**src/sv/ffo_pkg.sv**
```systemverilog
`timescale 1ns / 1ps

package ffo_pkg;

  localparam int unsigned VALUE_W = 32;

  // One word moving down the cell row, with its match and store marks
  typedef struct packed {
    logic               valid;
    logic [VALUE_W-1:0] value;
    logic               hit;     // equal to an entry of an earlier cell
    logic               stored;  // taken in by an earlier cell
  } ffo_word_t;

endpackage

```
**src/sv/ffo_in_if.sv**
```systemverilog
`timescale 1ns / 1ps

interface ffo_in_if;
  import ffo_pkg::*;

  logic               valid;
  logic               ready;
  logic [VALUE_W-1:0] value_in;

  modport source (output valid, output value_in, input ready);
  modport sink   (input valid, input value_in, output ready);
endinterface

```
**src/sv/ffo_out_if.sv**
```systemverilog
`timescale 1ns / 1ps

interface ffo_out_if;
  import ffo_pkg::*;

  logic               valid;
  logic               ready;
  logic [VALUE_W-1:0] value_out;
  logic               table_full;

  modport source (output valid, output value_out, output table_full, input ready);
  modport sink   (input valid, input value_out, input table_full, output ready);
endinterface

```
**src/sv/ffo_cell.sv**
```systemverilog
`timescale 1ns / 1ps

module ffo_cell (
  input  logic              clk,
  input  logic              rst,
  input  logic              advance,
  input  ffo_pkg::ffo_word_t up_word,
  output ffo_pkg::ffo_word_t down_word,
  output logic              occupied
);
  import ffo_pkg::*;

  logic [VALUE_W-1:0] entry;
  logic               match;
  logic               take;

  // compare against the held entry; an empty cell takes the first new word
  assign match = occupied && (entry == up_word.value);
  assign take  = up_word.valid && !occupied && !up_word.hit && !up_word.stored;

  // occupancy, held entry and the handed-on word; only occupancy and valid flags reset
  always_ff @(posedge clk) begin
    if (rst) begin
      occupied        <= 1'b0;
      down_word.valid <= 1'b0;
    end else if (advance) begin
      if (take) begin
        occupied <= 1'b1;
        entry    <= up_word.value;
      end
      down_word.valid  <= up_word.valid;
      down_word.value  <= up_word.value;
      down_word.hit    <= up_word.hit || match;
      down_word.stored <= up_word.stored || take;
    end
  end

endmodule

```
**src/sv/first_occurrence_filter.sv**
```systemverilog
`timescale 1ns / 1ps

// First-occurrence filter: passes on each 32-bit value the first time it
// appears in the stream and drops every later repeat of a recorded value.
// in_ch  (sink):   value_in, valid/ready; one word per accepted handshake.
// out_ch (source): value_out and table_full, valid/ready; a word only for a
//                  value not recorded before.
// Every value walks a row of CAPACITY cells, one cell a cycle unless stalled;
// each cell holds one recorded value and checks the passing word against
// it. The first empty cell a new value reaches records it. A new value that
// finds every cell taken leaves with table_full set and is not recorded.
// Throughput is one word per cycle while the row is not stalled.
// Reset empties all cells and drops words in flight; in_ch.ready is high
// from the first cycle after reset.
// When the receiver stalls, the row keeps moving until a result reaches its
// last cell while out_ch still holds an untaken word; then the whole row
// and in_ch.ready hold until out_ch is taken.
module first_occurrence_filter #(
  parameter int unsigned CAPACITY = 32
) (
  input  logic clk,
  input  logic rst,
  ffo_in_if.sink    in_ch,
  ffo_out_if.source out_ch
);
  import ffo_pkg::*;

  ffo_word_t             chain [CAPACITY+1];
  logic [CAPACITY-1:0]   occ;
  logic                  advance;
  logic                  emit;

  // head of the row
  always_comb begin
    chain[0].valid  = in_ch.valid;
    chain[0].value  = in_ch.value_in;
    chain[0].hit    = 1'b0;
    chain[0].stored = 1'b0;
  end

  // the row moves unless a result at its end has nowhere to go
  assign emit        = chain[CAPACITY].valid && !chain[CAPACITY].hit;
  assign advance     = !emit || !out_ch.valid || out_ch.ready;
  assign in_ch.ready = advance;

  for (genvar g = 0; g < CAPACITY; g++) begin : g_cell
    ffo_cell u_cell (
      .clk      (clk),
      .rst      (rst),
      .advance  (advance),
      .up_word  (chain[g]),
      .down_word(chain[g+1]),
      .occupied (occ[g])
    );
  end

  // output register
  always_ff @(posedge clk) begin
    if (rst) begin
      out_ch.valid <= 1'b0;
    end else if (advance && emit) begin
      out_ch.valid <= 1'b1;
    end else if (out_ch.ready) begin
      out_ch.valid <= 1'b0;
    end
  end

  always_ff @(posedge clk) begin
    if (advance && emit) begin
      out_ch.value_out  <= chain[CAPACITY].value;
      out_ch.table_full <= !chain[CAPACITY].stored;
    end
  end

  // cells fill strictly in order
  a_fill_order: assert property (@(posedge clk) disable iff (rst)
    ((occ + CAPACITY'(1)) & occ) == '0)
    else $error("cell occupancy is not contiguous");

  // a full flag only once every cell is taken
  a_full_only_when_full: assert property (@(posedge clk) disable iff (rst)
    out_ch.valid && out_ch.table_full |-> &occ)
    else $error("table_full reported with a free cell");

  // a repeat is never recorded
  a_hit_not_stored: assert property (@(posedge clk) disable iff (rst)
    chain[CAPACITY].valid |-> !(chain[CAPACITY].hit && chain[CAPACITY].stored))
    else $error("matched word was also recorded");

  // a blocked result at the row end holds the input side
  a_stall_holds_input: assert property (@(posedge clk) disable iff (rst)
    emit && out_ch.valid && !out_ch.ready |-> !in_ch.ready)
    else $error("input accepted while the row end is blocked");

endmodule
```
**src/flat_wrapper.sv**
```systemverilog
// flat-port wrapper written by rule: the top's interface ports become plain ports
module first_occurrence_filter_flat import ffo_pkg::*;
#(
  parameter int unsigned CAPACITY = 32
)
  (clk, rst, in_ch_valid, in_ch_value_in, in_ch_ready, out_ch_valid, out_ch_value_out, out_ch_table_full, out_ch_ready);
  ffo_in_if in_ch_i ();
  ffo_out_if out_ch_i ();
  input  logic clk;
  input  logic rst;
  input wire logic [$bits(in_ch_i.valid)-1:0] in_ch_valid;
  input wire logic [$bits(in_ch_i.value_in)-1:0] in_ch_value_in;
  output wire logic [$bits(in_ch_i.ready)-1:0] in_ch_ready;
  output wire logic [$bits(out_ch_i.valid)-1:0] out_ch_valid;
  output wire logic [$bits(out_ch_i.value_out)-1:0] out_ch_value_out;
  output wire logic [$bits(out_ch_i.table_full)-1:0] out_ch_table_full;
  input wire logic [$bits(out_ch_i.ready)-1:0] out_ch_ready;
  assign in_ch_i.valid = in_ch_valid;
  assign in_ch_i.value_in = in_ch_value_in;
  assign in_ch_ready = in_ch_i.ready;
  assign out_ch_valid = out_ch_i.valid;
  assign out_ch_value_out = out_ch_i.value_out;
  assign out_ch_table_full = out_ch_i.table_full;
  assign out_ch_i.ready = out_ch_ready;
  first_occurrence_filter #(.CAPACITY(CAPACITY)) u_core (.clk(clk), .rst(rst), .in_ch(in_ch_i), .out_ch(out_ch_i));
endmodule
```
**config.mk**
```make
export PLATFORM = sky130hd
export DESIGN_NAME = first_occurrence_filter_flat
export DESIGN_NICKNAME = d
export VERILOG_FILES = /design/src/sv/ffo_pkg.sv /design/src/sv/ffo_in_if.sv /design/src/sv/ffo_out_if.sv /design/src/sv/ffo_cell.sv /design/src/sv/first_occurrence_filter.sv /design/src/flat_wrapper.sv
export SDC_FILE = /design/constraint.sdc
export NUM_CORES = 2
export LEC_CHECK = 0
export BUFFER_PORTS_ARGS = -buffer_cell sky130_fd_sc_hd__buf_2
export CORE_ASPECT_RATIO = 1.5
export CORE_MARGIN = 4
export CORE_UTILIZATION = 58
export DETAILED_ROUTE_END_ITERATION = 10
export GPL_TIMING_DRIVEN = 0
export PLACE_DENSITY_LB_ADDON = 0.25
export SETUP_SLACK_MARGIN = 0.05
export SYNTH_ARGS = -nofsm -noshare
export SYNTH_HDL_FRONTEND = slang
export SYNTH_SLANG_ARGS = --single-unit
```
**constraint.sdc**
```tcl
create_clock -name clk -period 40.3 [get_ports clk]
set_input_delay 4.03 -clock clk [delete_from_list [all_inputs] [get_ports clk]]
set_output_delay 4.03 -clock clk [all_outputs]
set_load 0.01 [all_outputs]
```
---- After elaboration in Yosys (flattened, before gate mapping) ----
Index checks and enable logic that the tools add are counted.
cells by class
  mux-type cells .......................... 2
  bitwise gates (word level) .............. 1
  equal/unequal tests ..................... 32
  reductions and logical operators ........ 356
operator list
  operator             count
  $eq A32 B32 Y1       32
  $logic_and A1 B1 Y1  128
  $logic_not A1 Y1     98
  $reduce_and A3 Y1    32
  $reduce_and A2 Y1    33
  $logic_or A1 B1 Y1   64
  $mux W1              2
  $reduce_bool A2 Y1   1
  $not A1 Y1           1
storage, ports and cells
  output and inout bits ................... 35
  logic and storage cells ................. 586
  register bits after elaboration ......... 2210

---- Depth between registers and ports, before layout ----
  depth after elaboration ................. 7
  mapped depth ............................ 7
  gate-level depth less buffers ........... 6

---- Cells and area by module ----
Synthesis repeated with hierarchy kept, for this count alone.
unflattened totals
  cell total of the unflattened synthesis .. 3881
  area, all modules ....................... 79323.6 um^2
modules (own cells, without submodules)
  module                   area each (um^2)  times used  cells each  seq. area each (um^2)
  ffo_cell                 2446.1            32          120         2021.9
  first_occurrence_filter  1048.5            1           41          1011.0

---- Worst setup path before layout ----
No wires, ideal clock.
  path kind ............................... in2reg
  start point ............................. input port out_ch_ready
  end point ............................... register u_core.g_cell[0].u_cell.entry[0], enable pin
  required time ........................... 39.908 ns
  stages on the path ...................... 6
  arrival time ............................ 27.796 ns
  path slack .............................. 12.112 ns
  cells stage by stage .................... nand2b_4 > nor2_4 > inv_2 > nand2b_2 > inv_1 > and2_1
on the way
  longest elaborated chain between the ends .. 2
ends and longest elaborated chain
  element                      line                           text
  start, declared              flat_wrapper.sv:17             input wire logic [$bits(out_ch_i.ready)-1:0] out_ch_ready;
  $logic_or A1 B1 Y1           first_occurrence_filter.sv:43  assign advance = !emit || !out_ch.valid || out_ch.ready;
  $reduce_and A3 Y1 (no line)  n/a
  end signal, assigned         ffo_cell.sv:29                 entry <= up_word.value;
  end, declared                ffo_cell.sv:13                 logic [VALUE_W-1:0] entry;
No other way between the ends.
A chain may end at the register's enable or synchronous reset.

---- Worst setup path after layout ----
  start point ............................. input port out_ch_ready
  end point ............................... output port in_ch_ready
on the way
  longest elaborated chain between the ends .. 1
ends and longest elaborated chain
  element             line                           text
  $logic_or A1 B1 Y1  first_occurrence_filter.sv:43
  end, declared       flat_wrapper.sv:13             output wire logic [$bits(in_ch_i.ready)-1:0] in_ch_ready;
No other way between the ends.

==> metrics.txt <==
# TYPE chip_impl_metric gauge
chip_impl_metric{name="post_layout_nonfiller_instances",unit=""} 6211
chip_impl_metric{name="htree_num_levels",unit=""} 4
chip_impl_metric{name="first_global_vias",unit=""} 35600
chip_impl_metric{name="postSynthRegisterBits",unit=""} 2210
chip_impl_info{name="yosys-top-cells-count",value="sky130_fd_sc_hd__edfxtp_1, sky130_fd_sc_hd__xnor2_1, sky130_fd_sc_hd__nand4_1"} 1
chip_impl_metric{name="maxSlewHeadroom",unit=""} 0.269
chip_impl_metric{name="pwr_per_cell_area",unit="nW/µm²"} 51.3
chip_impl_metric{name="max_cap_viol",unit=""} 0
chip_impl_info{name="critical_path.slowest_cell",value="sky130_fd_sc_hd__nor2_4"} 1
chip_impl_metric{name="holdPathStages",unit=""} 0
chip_impl_metric{name="clock_tree.buffer_depth",unit=""} 3
chip_impl_metric{name="cellInternalPower",unit="mW"} 3.65
chip_impl_info{name="synth.largest_area_cell",value="sky130_fd_sc_hd__edfxtp_1"} 1
chip_impl_metric{name="port-buffer-count",unit=""} 70
chip_impl_metric{name="fp.coreArea",unit="µm²"} 135000
chip_impl_metric{name="die-width",unit="µm"} 309
chip_impl_metric{name="finish.instance_area",unit="µm²"} 88600
chip_impl_metric{name="synth.cell_area",unit="µm²"} 78800
chip_impl_metric{name="post_cts_resized",unit=""} 0
chip_impl_metric{name="rr_worst_depth",unit=""} 8
chip_impl_metric{name="post-layout-total-power",unit="mW"} 4.55
chip_impl_metric{name="net-switching-power",unit="mW"} 0.896
chip_impl_metric{name="biggest_cell_delay_along_the_critical_path",unit="ps"} 300
chip_impl_metric{name="floorplan.rows",unit=""} 165
chip_impl_metric{name="dr.pass1.iters",unit=""} 5
chip_impl_metric{name="max_freq",unit="MHz"} 109
chip_impl_metric{name="numPlacedInstances",unit=""} 5870
chip_impl_info{name="worstReg2RegEnd",value="u_core.g_cell[0].u_cell.entry[24]"} 1
chip_impl_metric{name="setup_viol_count_final",unit=""} 0
chip_impl_metric{name="globalRoute.totalOverflow",unit=""} 0
chip_impl_metric{name="place_ws",unit="ps"} 31140
chip_impl_metric{name="postRouteWirelength",unit="µm"} 141000
chip_impl_metric{name="cp_data_required_time",unit="ps"} 36270
chip_impl_metric{name="synth-edff-count",unit=""} 2145
chip_impl_metric{name="asyncSetResetFlopFracSynth",unit=""} 0
chip_impl_metric{name="number_of_clock_buffers_inserted_by_tritoncts",unit=""} 186
chip_impl_metric{name="via_count",unit=""} 34200
chip_impl_info{name="synth_most_common_cell",value="sky130_fd_sc_hd__edfxtp_1"} 1
chip_impl_metric{name="post-route-worst-setup-slack",unit="ps"} 31100
chip_impl_info{name="timing.hold.worst.start",value="u_core.g_cell[31].u_cell.down_word[23]"} 1
chip_impl_metric{name="dpl_cell_area",unit="µm²"} 82600
chip_impl_metric{name="ios",unit=""} 71
chip_impl_info{name="tritoncts",value="built"} 1
chip_impl_info{name="grt_setup_unrepaired",value="false"} 1
chip_impl_metric{name="synthCells",unit=""} 3940
chip_impl_metric{name="finish.net_count",unit=""} 4341
chip_impl_metric{name="multiInputGateArea",unit="µm²"} 13100
chip_impl_info{name="setup.worst_path.class",value="input pin to output port"} 1
chip_impl_metric{name="crit_path_max_fanout",unit=""} 10
chip_impl_metric{name="yosys.cell_types.count",unit=""} 36
chip_impl_info{name="worstSetupStartpointType",value="input pin"} 1
chip_impl_info{name="timing.critical_path.cells",value="buf_2 -> nand2b_4 -> nor2_4 -> inv_2 -> buf_6 -> buf_6 -> buf_2"} 1
chip_impl_metric{name="initial_antenna_violation_count",unit=""} 2
chip_impl_metric{name="synth_top_area_share",unit=""} 0.818
chip_impl_metric{name="cts_post_setup_buffers_inserted",unit=""} 0
chip_impl_metric{name="power.share.combinational",unit=""} 0.021
chip_impl_info{name="worstHoldEndpoint",value="u_core.out_ch.value_out[21]"} 1
chip_impl_metric{name="finalWorstPathRequiredPeriod",unit="ps"} 9200
chip_impl_metric{name="layout-drive-gt1-share",unit=""} 0.118
chip_impl_metric{name="worst_ir_drop_vdd",unit="mV"} 0.0502
chip_impl_metric{name="ctsHoldBuffers",unit=""} 0
chip_impl_metric{name="post-route-drc-count",unit=""} 0
chip_impl_metric{name="finalHoldViolations",unit=""} 0
chip_impl_metric{name="nFillCells",unit=""} 8611
chip_impl_metric{name="seqPwrFrac",unit=""} 0.588
chip_impl_metric{name="worst-endpoint-arrival",unit="ps"} 5170
chip_impl_metric{name="groute.usage.overall",unit=""} 0.203
chip_impl_metric{name="drt_iter0_drc",unit=""} 2333
chip_impl_metric{name="grt_first_pass_wirelength",unit="µm"} 214000
chip_impl_metric{name="die_height",unit="µm"} 459
chip_impl_info{name="clock_tree.root_cell",value="sky130_fd_sc_hd__clkbuf_16"} 1
chip_impl_info{name="hp-class",value="flop to flop"} 1
chip_impl_info{name="post_synth_main_area_contributors",value="sky130_fd_sc_hd__edfxtp_1, sky130_fd_sc_hd__xnor2_1, sky130_fd_sc_hd__xor2_1, sky130_fd_sc_hd__dfxtp_1, sky130_fd_sc_hd__nand4_1"} 1
chip_impl_metric{name="largest_net_degree_at_the_start_of_global_routing",unit=""} 134
chip_impl_metric{name="clockPowerShare",unit=""} 0.392
chip_impl_metric{name="r2r_setup_slack",unit="ps"} 36860
chip_impl_metric{name="switching_share",unit=""} 0.197
chip_impl_metric{name="numClockSinks",unit=""} 2210
chip_impl_info{name="dominantRegCellSynth",value="sky130_fd_sc_hd__edfxtp_1"} 1
chip_impl_info{name="timing.rr.start",value="u_core.g_cell[31].u_cell.down_word[1]"} 1
chip_impl_metric{name="routed_wire_length_per_instance",unit="µm"} 22.7
chip_impl_metric{name="synth.net_count",unit=""} 3976
chip_impl_metric{name="half_perimeter_wire_length_of_the_detailed_placement_result",unit="µm"} 98000
chip_impl_metric{name="postSynthAreaPerCell",unit="µm²"} 20.0
chip_impl_metric{name="globalplace.congestion",unit=""} 0.796
chip_impl_metric{name="timing.final.crit_share",unit=""} 0.228
chip_impl_info{name="status",value="completed"} 1
chip_impl_metric{name="sequential_cell_area_in_the_final_layout",unit="µm²"} 65700
chip_impl_metric{name="area_growth_syn_to_layout",unit="%"} 12.5
chip_impl_metric{name="slew_violations",unit=""} 0
chip_impl_metric{name="setup_total_negative_slack",unit="ps"} 0
chip_impl_metric{name="floorplan.initialDensity",unit=""} 0.584
chip_impl_metric{name="clk_latency",unit="ps"} 810
chip_impl_metric{name="p_leak",unit="nW"} 28.0
chip_impl_metric{name="worst-slew-pin-transition",unit="ps"} 1090
chip_impl_metric{name="antenna_violating_nets_post_route",unit=""} 0
chip_impl_metric{name="cts_clock_pin_slew_for_the_worst_setup_and_hold_paths",unit="ps"} 60
chip_impl_metric{name="clock_skew",unit="ps"} 25.8
chip_impl_info{name="critical_path_sink_type",value="output port"} 1
chip_impl_metric{name="via_per_inst",unit=""} 5.50
chip_impl_metric{name="floorplan.die_area",unit="µm²"} 142000
chip_impl_metric{name="post_synthesis_sequential_area_ratio",unit=""} 0.834
chip_impl_metric{name="yosysWarningCount",unit=""} 0
power groups by stage:
stage	clock network, mW	registers [mW]	logic (mW)
3_3_place_gp	0	2.79	0.0881
5_1_grt	1.92	2.68	0.103
2_1_floorplan	0	2.74	0.0681
3_5_place_dp	0	2.72	0.0948
4_1_cts	1.82	2.68	0.0957
6_report	1.78	2.67	0.0936
area by class of cell:
cell class                 instances  area share
sequential                      2210       0.741
antenna                            2   0.0000565
timing repair buffer             177      0.0156
multi-input combinational       1701       0.148
clock buffer                     235      0.0567
tap                             1753      0.0247
buffer                            20     0.00147
clock inverter                   104      0.0118
inverter                           9    0.000466
worst max-delay path, delay by kind of cell:
kind | cells | cell delay [ps]
buffers and inverters | 5 | 680
AND/OR/NAND/NOR | 2 | 440
layer usage:
metal | part of all wire | global-route usage | vias to the layer above | wire, µm
met5 | 0 | 0 | - | 0
met4 | 0.049 | 0.0955 | 0 | 6840
met3 | 0.039 | 0.0308 | 269 | 5520
met2 | 0.55 | 0.378 | 718 | 78200
met1 | 0.36 | 0.228 | 17400 | 50400
li1 | - | - | 15800 | -
metrics by stage:
step	hold slack (ps)	utilization
CTS	420	0.658
global route	426	0.658
global placement	400	0.603
detailed placement	405	0.612
finish	419	0.658
floorplan	400	-
how the worst max path moves through the flow:
stage	endpoint	from	depth (start not counted)	slack, ps
finish	in_ch_ready	out_ch_ready	7	31100
CTS	in_ch_ready	out_ch_ready	7	31140
global placement	u_core.g_cell[0].u_cell.entry[11]	out_ch_ready	7	3310
detailed placement	in_ch_ready	out_ch_ready	7	31140
global route	in_ch_ready	out_ch_ready	7	31060
floorplan	u_core.g_cell[0].u_cell.entry[0]	out_ch_ready	6	12110
state kept, by name, indices dropped and copies added, names as in the netlist:
name and cells:
u_core.g_cell.u_cell.down_word 1120, u_core.g_cell.u_cell.entry 1024, u_core.g_cell.u_cell.occupied 32, u_core.out_ch.table_full 1
u_core.out_ch.valid 1, u_core.out_ch.value_out 32
cells by family (layout without fill, tap and decap cells):
family | count (synthesis) | after routing | share of synthesized area
other | 0 | 2 | 0
flip-flops | 2210 | 2210 | 0.834
AO/OA/AOI/OAI | 134 | 134 | 0.0117
XOR/XNOR | 1017 | 1017 | 0.113
buffers and inverters | 29 | 545 | 0.00208
AND/OR/NAND/NOR | 550 | 550 | 0.0390
cell usage in the layout (no fill, tap or decap), types with 3 or more instances in the layout:
cell / netlist / layout
sky130_fd_sc_hd__nand2_1: 63 / 63
sky130_fd_sc_hd__nand4_1: 185 / 185
sky130_fd_sc_hd__nor2b_1: 3 / 3
sky130_fd_sc_hd__nor4_1: 97 / 68
sky130_fd_sc_hd__buf_6: 5 / 13
sky130_fd_sc_hd__clkinv_1: 0 / 45
sky130_fd_sc_hd__nor2_1: 67 / 66
sky130_fd_sc_hd__nand3_1: 32 / 32
sky130_fd_sc_hd__clkbuf_16: 0 / 192
sky130_fd_sc_hd__nor3_1: 33 / 33
sky130_fd_sc_hd__inv_6: 0 / 5
sky130_fd_sc_hd__buf_16: 0 / 10
sky130_fd_sc_hd__xor2_1: 157 / 157
sky130_fd_sc_hd__buf_2: 5 / 75
sky130_fd_sc_hd__buf_4: 3 / 92
sky130_fd_sc_hd__edfxtp_1: 2145 / 2145
sky130_fd_sc_hd__clkbuf_1: 7 / 44
sky130_fd_sc_hd__nand2b_1: 33 / 33
sky130_fd_sc_hd__xnor2_1: 860 / 860
sky130_fd_sc_hd__a21oi_2: 9 / 9
sky130_fd_sc_hd__a21oi_1: 57 / 57
sky130_fd_sc_hd__inv_1: 8 / 7
sky130_fd_sc_hd__and3_1: 28 / 28
sky130_fd_sc_hd__a31o_2: 30 / 30
sky130_fd_sc_hd__nor4_2: 2 / 29
sky130_fd_sc_hd__clkinv_2: 0 / 23
sky130_fd_sc_hd__dfxtp_1: 65 / 65
sky130_fd_sc_hd__clkbuf_8: 0 / 6
sky130_fd_sc_hd__o21bai_1: 31 / 31
sky130_fd_sc_hd__clkinvlp_4: 0 / 7
sky130_fd_sc_hd__bufinv_16: 0 / 20
Note: power is estimated with default switching activity, not from simulation.
